--- config.mk ---
export PLATFORM = sky130hd
export DESIGN_NAME = rde_ctrl
export DESIGN_NICKNAME = d
export VERILOG_FILES = /design/src/rde_pkg.sv /design/src/rde_ctrl.sv
export SDC_FILE = /design/constraint.sdc
export NUM_CORES = 1
export LEC_CHECK = 0
export BUFFER_PORTS_ARGS = -buffer_cell sky130_fd_sc_hd__clkbuf_2
export CAP_MARGIN = 20
export CELL_PAD_IN_SITES_DETAIL_PLACEMENT = 2
export CELL_PAD_IN_SITES_GLOBAL_PLACEMENT = 2
export CORE_MARGIN = 1
export CORE_UTILIZATION = 23
export DETAILED_ROUTE_END_ITERATION = 8
export PLACE_DENSITY_LB_ADDON = 0.1
export SKIP_CTS_REPAIR_TIMING = 1
export SYNTH_ARGS = -nofsm -noshare
export SYNTH_HDL_FRONTEND = slang
export SYNTH_SLANG_ARGS = --single-unit
--- constraint.sdc ---
create_clock -name clk -period 4.29 [get_ports clk]
set_input_delay 0.858 -clock clk [delete_from_list [all_inputs] [get_ports clk]]
set_output_delay 0.858 -clock clk [all_outputs]
set_load 0.01 [all_outputs]
--- src/rde_pkg.sv ---
// Package for the resizable deque engine: request/response payload types,
// opcodes, status codes and the controller/datapath interface structs.
// No dependencies.
`timescale 1ns / 1ps
`default_nettype none

package rde_pkg;

    typedef enum logic [2:0] {
        OP_PUSH_TAIL  = 3'd0,
        OP_PUSH_FRONT = 3'd1,
        OP_POP_HEAD   = 3'd2,
        OP_POP_BACK   = 3'd3,
        OP_RESIZE     = 3'd4,
        OP_READ       = 3'd5,
        OP_WRITE      = 3'd6
    } op_t;

    typedef enum logic [1:0] {
        ST_OK    = 2'd0,
        ST_FULL  = 2'd1,
        ST_EMPTY = 2'd2,
        ST_RANGE = 2'd3
    } status_t;

    typedef enum logic [1:0] {
        S_IDLE,
        S_EXEC,
        S_READ
    } state_t;

    typedef enum logic [1:0] {
        ADDR_BACK,
        ADDR_FRONT_DEC,
        ADDR_INDEX
    } addr_sel_t;

    typedef enum logic [1:0] {
        CNT_HOLD,
        CNT_INC,
        CNT_DEC,
        CNT_LOAD
    } cnt_op_t;

    typedef enum logic [1:0] {
        FR_HOLD,
        FR_DEC,
        FR_INC
    } front_op_t;

    typedef struct packed {
        logic [2:0]         op;
        logic signed [31:0] value;
        logic [9:0]         index;
        logic [10:0]        new_size;
    } req_t;

    typedef struct packed {
        logic signed [31:0] read_data;
        logic [1:0]         status;
        logic [10:0]        size_now;
    } rsp_t;

    // datapath -> controller
    typedef struct packed {
        op_t  op;
        logic full;
        logic empty;
        logic nsz_over;   // new_size > capacity
        logic nsz_gt;     // new_size > count
        logic idx_lt;     // index < count
        logic idx_over;   // index >= capacity
        logic idx_gt;     // index > count
    } dp_status_t;

    // controller -> datapath
    typedef struct packed {
        logic      take_req;
        logic      mem_we;
        logic      mem_re;
        addr_sel_t addr_sel;
        logic      wr_zero;
        cnt_op_t   cnt_op;
        front_op_t front_op;
        logic      load_rsp;
        status_t   rsp_status;
        logic      rsp_use_rd;
    } cmd_t;

endpackage

`default_nettype wire

--- src/rde_ctrl.sv ---
// Deque controller: request/response handshakes, per-op sequencing and the
// zero-fill loop. Drives rde_dp through cmd_t; uses rde_pkg.
`timescale 1ns / 1ps
`default_nettype none

module rde_ctrl (
    input  wire                 clk,
    input  wire                 rst_n,
    input  wire                 req_valid,
    output logic                req_ready,
    output logic                rsp_valid,
    input  wire                 rsp_ready,
    input  rde_pkg::dp_status_t status,
    output rde_pkg::cmd_t       cmd
);

    rde_pkg::state_t state_reg;
    rde_pkg::state_t state_next;
    logic            rsp_valid_reg;
    logic            rsp_valid_next;
    logic            slot_free;

    assign slot_free = !rsp_valid_reg || rsp_ready;
    assign req_ready = (state_reg == rde_pkg::S_IDLE);
    assign rsp_valid = rsp_valid_reg;

    always_ff @(posedge clk or negedge rst_n)
    begin
        if (!rst_n)
        begin
            state_reg     <= rde_pkg::S_IDLE;
            rsp_valid_reg <= 1'b0;
        end
        else
        begin
            state_reg     <= state_next;
            rsp_valid_reg <= rsp_valid_next;
        end
    end

    always_comb
    begin
        state_next     = state_reg;
        cmd.take_req   = 1'b0;
        cmd.mem_we     = 1'b0;
        cmd.mem_re     = 1'b0;
        cmd.addr_sel   = rde_pkg::ADDR_BACK;
        cmd.wr_zero    = 1'b0;
        cmd.cnt_op     = rde_pkg::CNT_HOLD;
        cmd.front_op   = rde_pkg::FR_HOLD;
        cmd.load_rsp   = 1'b0;
        cmd.rsp_status = rde_pkg::ST_OK;
        cmd.rsp_use_rd = 1'b0;

        case (state_reg)
            rde_pkg::S_IDLE:
            begin
                if (req_valid)
                begin
                    cmd.take_req = 1'b1;
                    state_next   = rde_pkg::S_EXEC;
                end
            end

            rde_pkg::S_EXEC:
            begin
                case (status.op)
                    rde_pkg::OP_PUSH_TAIL, rde_pkg::OP_PUSH_FRONT:
                    begin
                        if (slot_free)
                        begin
                            cmd.load_rsp = 1'b1;
                            state_next   = rde_pkg::S_IDLE;
                            if (status.full)
                            begin
                                cmd.rsp_status = rde_pkg::ST_FULL;
                            end
                            else
                            begin
                                cmd.mem_we = 1'b1;
                                cmd.cnt_op = rde_pkg::CNT_INC;
                                if (status.op == rde_pkg::OP_PUSH_FRONT)
                                begin
                                    cmd.addr_sel = rde_pkg::ADDR_FRONT_DEC;
                                    cmd.front_op = rde_pkg::FR_DEC;
                                end
                            end
                        end
                    end

                    rde_pkg::OP_POP_HEAD, rde_pkg::OP_POP_BACK:
                    begin
                        if (slot_free)
                        begin
                            cmd.load_rsp = 1'b1;
                            state_next   = rde_pkg::S_IDLE;
                            if (status.empty)
                            begin
                                cmd.rsp_status = rde_pkg::ST_EMPTY;
                            end
                            else
                            begin
                                cmd.cnt_op = rde_pkg::CNT_DEC;
                                if (status.op == rde_pkg::OP_POP_HEAD)
                                begin
                                    cmd.front_op = rde_pkg::FR_INC;
                                end
                            end
                        end
                    end

                    rde_pkg::OP_RESIZE:
                    begin
                        if (!status.nsz_over && status.nsz_gt)
                        begin
                            // grow: zero one slot at the tail per cycle
                            cmd.mem_we  = 1'b1;
                            cmd.wr_zero = 1'b1;
                            cmd.cnt_op  = rde_pkg::CNT_INC;
                        end
                        else if (slot_free)
                        begin
                            cmd.load_rsp = 1'b1;
                            state_next   = rde_pkg::S_IDLE;
                            if (status.nsz_over)
                            begin
                                cmd.rsp_status = rde_pkg::ST_RANGE;
                            end
                            else
                            begin
                                cmd.cnt_op = rde_pkg::CNT_LOAD;
                            end
                        end
                    end

                    rde_pkg::OP_READ:
                    begin
                        if (status.idx_lt)
                        begin
                            cmd.mem_re   = 1'b1;
                            cmd.addr_sel = rde_pkg::ADDR_INDEX;
                            state_next   = rde_pkg::S_READ;
                        end
                        else if (slot_free)
                        begin
                            cmd.load_rsp   = 1'b1;
                            cmd.rsp_status = rde_pkg::ST_RANGE;
                            state_next     = rde_pkg::S_IDLE;
                        end
                    end

                    rde_pkg::OP_WRITE:
                    begin
                        if (!status.idx_lt && !status.idx_over && status.idx_gt)
                        begin
                            // gap before the index: zero-fill at the tail
                            cmd.mem_we  = 1'b1;
                            cmd.wr_zero = 1'b1;
                            cmd.cnt_op  = rde_pkg::CNT_INC;
                        end
                        else if (slot_free)
                        begin
                            cmd.load_rsp = 1'b1;
                            state_next   = rde_pkg::S_IDLE;
                            if (status.idx_lt)
                            begin
                                cmd.mem_we   = 1'b1;
                                cmd.addr_sel = rde_pkg::ADDR_INDEX;
                            end
                            else if (status.idx_over)
                            begin
                                cmd.rsp_status = rde_pkg::ST_RANGE;
                            end
                            else
                            begin
                                // index equals count: append at the tail
                                cmd.mem_we = 1'b1;
                                cmd.cnt_op = rde_pkg::CNT_INC;
                            end
                        end
                    end

                    default:
                    begin
                        if (slot_free)
                        begin
                            cmd.load_rsp = 1'b1;
                            state_next   = rde_pkg::S_IDLE;
                        end
                    end
                endcase
            end

            rde_pkg::S_READ:
            begin
                if (slot_free)
                begin
                    cmd.load_rsp   = 1'b1;
                    cmd.rsp_use_rd = 1'b1;
                    state_next     = rde_pkg::S_IDLE;
                end
            end

            default:
            begin
                state_next = rde_pkg::S_IDLE;
            end
        endcase

        if (cmd.load_rsp)
        begin
            rsp_valid_next = 1'b1;
        end
        else if (rsp_ready)
        begin
            rsp_valid_next = 1'b0;
        end
        else
        begin
            rsp_valid_next = rsp_valid_reg;
        end
    end

endmodule

`default_nettype wire

# Yosys cells after proc, flatten, opt, wreduce, memory -nomap -nowiden

Cells that the tools add are included.

Eq/ne operators: 11
Multiplexer cells: 62
Reduce and logical (&&, ||, !) cells: 14

Operators by type and width:

| kind                 | number |
|---|---|
| $mux W2              | 17 |
| $mux W3              | 8 |
| $mux W1              | 23 |
| $pmux W2 S3          | 3 |
| $pmux W2 S5          | 1 |
| $eq A3 B3 Y1 const B | 3 |
| $mux W9              | 1 |
| $pmux W2 S4          | 1 |
| $mux W7              | 1 |
| $eq A3 B2 Y1 const B | 2 |
| $mux W6              | 1 |
| $ne A3 B3 Y1 const B | 2 |
| $pmux W1 S5          | 1 |
| $logic_not A1 Y1     | 4 |
| $mux W4              | 1 |
| $pmux W1 S2          | 2 |
| $pmux W2 S2          | 1 |
| $reduce_or A2 Y1     | 2 |
| $eq A3 B1 Y1 const B | 1 |
| $logic_and A1 B1 Y1  | 3 |
| $logic_not A3 Y1     | 1 |
| $pmux W1 S3          | 1 |
| $reduce_and A3 Y1    | 1 |
| $eq A2 B1 Y1 const B | 1 |
| other kinds (5)      | 5 |

Register bits: 3
Bits of input ports: 14
Output and inout bits: 16
Logic and storage cells: 89

# Longest topological paths before layout

Word-level depth: 7
Gate-level depth with buffers: 7
Depth with buffers taken out: 6

# Least setup slack after synthesis

No wires, ideal clock.

Path type: input port to output port
Start: in status[8] (netlist name)
End: out cmd[12] (netlist name)
Arrival: 1911 ps
Required time: 3432 ps
Slack: 1521 ps
Stages on the path: 4
Buffers on the path: 1
Cell sequence: buf_6 -> or3b_4 -> a211o_1 -> a31oi_1

RTL lines:

| element         | RTL line       | RTL |
|---|---|---|
| start, declared | rde_ctrl.sv:13 | `input rde_pkg::dp_status_t status,` |
| end, declared   | rde_ctrl.sv:14 | `output rde_pkg::cmd_t cmd` |

==> results.json <==
{
  "synth_compound_area_share_pct": 27.8,
  "fin_cells": 134,
  "postSynthCellCount": 78,
  "cellPowerDensity_nw_per_um2": 368,
  "first_pass_iters": 4,
  "crit_path_end_kind": "output port",
  "start_kind": "primary input",
  "ys_seq_area_share_pct": 13.3,
  "rr_worst_depth": 5,
  "period_share_pct": 68.9,
  "max_slew_margin_pct": 77.7,
  "postSynth.asyncResetShare_pct": 100,
  "synth_top_area_share_pct": 13.3,
  "ys_ff_latch": 3,
  "worst_pin_slew_ps": 332,
  "dieArea_sq_um": 2650,
  "p_total_w": 0.000270,
  "arrival_ps": 2100,
  "grt_pass1_vias": 749,
  "clk_latency_ps": 230,
  "gp_congestion": 0.769,
  "worst_hold_slack_ps": 412,
  "drc": 0,
  "grt_usage_pct": 17.0,
  "power.leakage_nw": 0.347,
  "grt_pass1_wl_um": 3330,
  "cts_made_buffers": 3,
  "hp-class": "primary input to async pin",
  "reg2reg_from": "state_reg[0]",
  "grt_setup_unrepaired": "false",
  "place_inst": 130,
  "h-tree-depth": 1,
  "synthAdderAreaFrac_pct": 8.89,
  "rrSetupSlack_ps": 2550,
  "synth_area_leaders": "dfrtp_1 (13%), ha_1 (8.9%), nor3_1 (6.2%), a31oi_1 (5.6%), nand2_1 (5.3%)",
  "cts_root_buffer": "clkbuf_4",
  "peakVddDrop_mv": 0.134,
  "die_w_um": 51.5,
  "reg2reg_to": "state_reg[0]",
  "synth_edf_count": 0,
  "yosysWarnings": 0,
  "vias": 694,
  "yosysTopAreaCell": "dfrtp_1",
  "grt.overflow.total": 0,
  "period_needed_ps": 2960,
  "finalNetCount": 125,
  "first_iter_violations": 3,
  "final_common_cell": "clkbuf_2",
  "ant_nets": 0,
  "finalSetupViolCount": 0,
  "report.final.slew_viol_count": 0,
  "fmax_ghz": 0.338,
  "clock-sinks": 3,
  "path_max_fanout": 10,
  "dp_hpwl_um": 1590,
  "core_sq_um": 2250,
  "antenna_found_initial": 0,
  "vias_per_cell": 5.18,
  "grt_max_degree": 16,
  "synthXorXnorAreaFrac_pct": 0,
  "crit_type": "primary input to output port",
  "final_cell_mix": "clkbuf_2 (29), nand2_1 (8), inv_1 (7), nor3_1 (7), nor2_1 (6)",
  "synth_area_sq_um": 563,
  "fin_area_sq_um": 736,
  "cts_tree": "done",
  "fin_skew_ps": 2.22,
  "critPathLaunch": "status[8]",
  "n_antenna_cell": 0,
  "drv_cap": 0,
  "fp-row-count": 17,
  "wl_per_cell_um": 14.9,
  "clk_pin_slew_ps": 40,
  "hold_viol": 0,
  "tns_ps": 0,
  "syn_to_final_growth_pct": 30.7,
  "die_y_um": 51.5,
  "synthFlopType": "dfrtp_1",
  "synth_top_family_by_area": "simple AND/OR/NAND/NOR gates",
  "synthSimpleGateAreaFrac_pct": 39.3,
  "avgSynthCellArea_sq_um": 7.22,
  "io_buffers": 29,
  "cp.required_ps": 3430,
  "io_pins": 30,
  "cts_buffer_depth": 2,
  "synth_cell_types": 33,
  "muxShareOfSynthArea_pct": 0,
  "initial_utilization_pct": 25.0,
  "outcome": "completed",
  "layout-drive-gt1-share_pct": 34.9,
  "finalWirelength_um": 1990,
  "syn-num-nets": 96,
  "placed_area_sq_um": 709,
  "largest_reg_flops": 2
}
[through the flow]
stage                     utilization (%)  setup WS [ps]
final                                32.6           1330
after global routing                 32.6           1270
after CTS                            32.6           1350
after detailed placement             31.5           1350
after global placement               31.5           1370
after floorplan                         -           1520
[how the worst max path moves through the flow]
stage	to	slack (ps)
CTS	cmd[6]	1350
finish	cmd[6]	1330
detailed placement	cmd[6]	1350
global placement	cmd[6]	1370
floorplan	cmd[12]	1520
global route	cmd[3]	1270
[report_power, final]
group	total, W	switching (W)	internal, W
logic	0.000175	0.000109	0.0000659
registers	0.0000460	0.00000812	0.0000379
clock network	0.0000491	0.0000143	0.0000348
total	0.000270	0.000132	0.000139
[cells in the mapped netlist (2+ instances only)]
cell type	number
a21oi_1	5
a31oi_1	5
clkbuf_1	2
dfrtp_1	3
ha_1	4
inv_1	7
nand2_1	8
nand3_1	2
nor2_1	6
nor2b_1	3
nor3_1	7
nor4_1	2
nor4b_1	2
o2111ai_1	2
o21ai_1	2
[worst max-delay path: stages]
cell      delay, ps
clkbuf_2        160
or3b_4          440
a211o_1         320
a31oi_1         160
clkbuf_2        160
[cells by family after synthesis]
kind of cell / Yosys count
AOI/OAI and AO/OA: 21
buffers and inverters: 12
DFF: 3
adders and majority gates: 4
and+or+nand+nor: 38
[final cells by class]
class,instances,area (sq um)
fill,314,1520
multi-input combinational,63,428
timing repair buffer,29,145
sequential,3,75.1
tap,28,35.0
clock buffer,4,26.3
inverter,7,26.3
[per-layer routing]
metal | vias to the layer above | wire, um | track usage [%]
met1 | 335 | 840 | 18.5
met4 | 0 | 0 | 8.11
li1 | 342 | - | -
met3 | 0 | 70 | 2.08
met5 | - | 0 | 0
met2 | 17 | 1080 | 31.8
No activity file was read; power rests on OpenSTA's default activity.
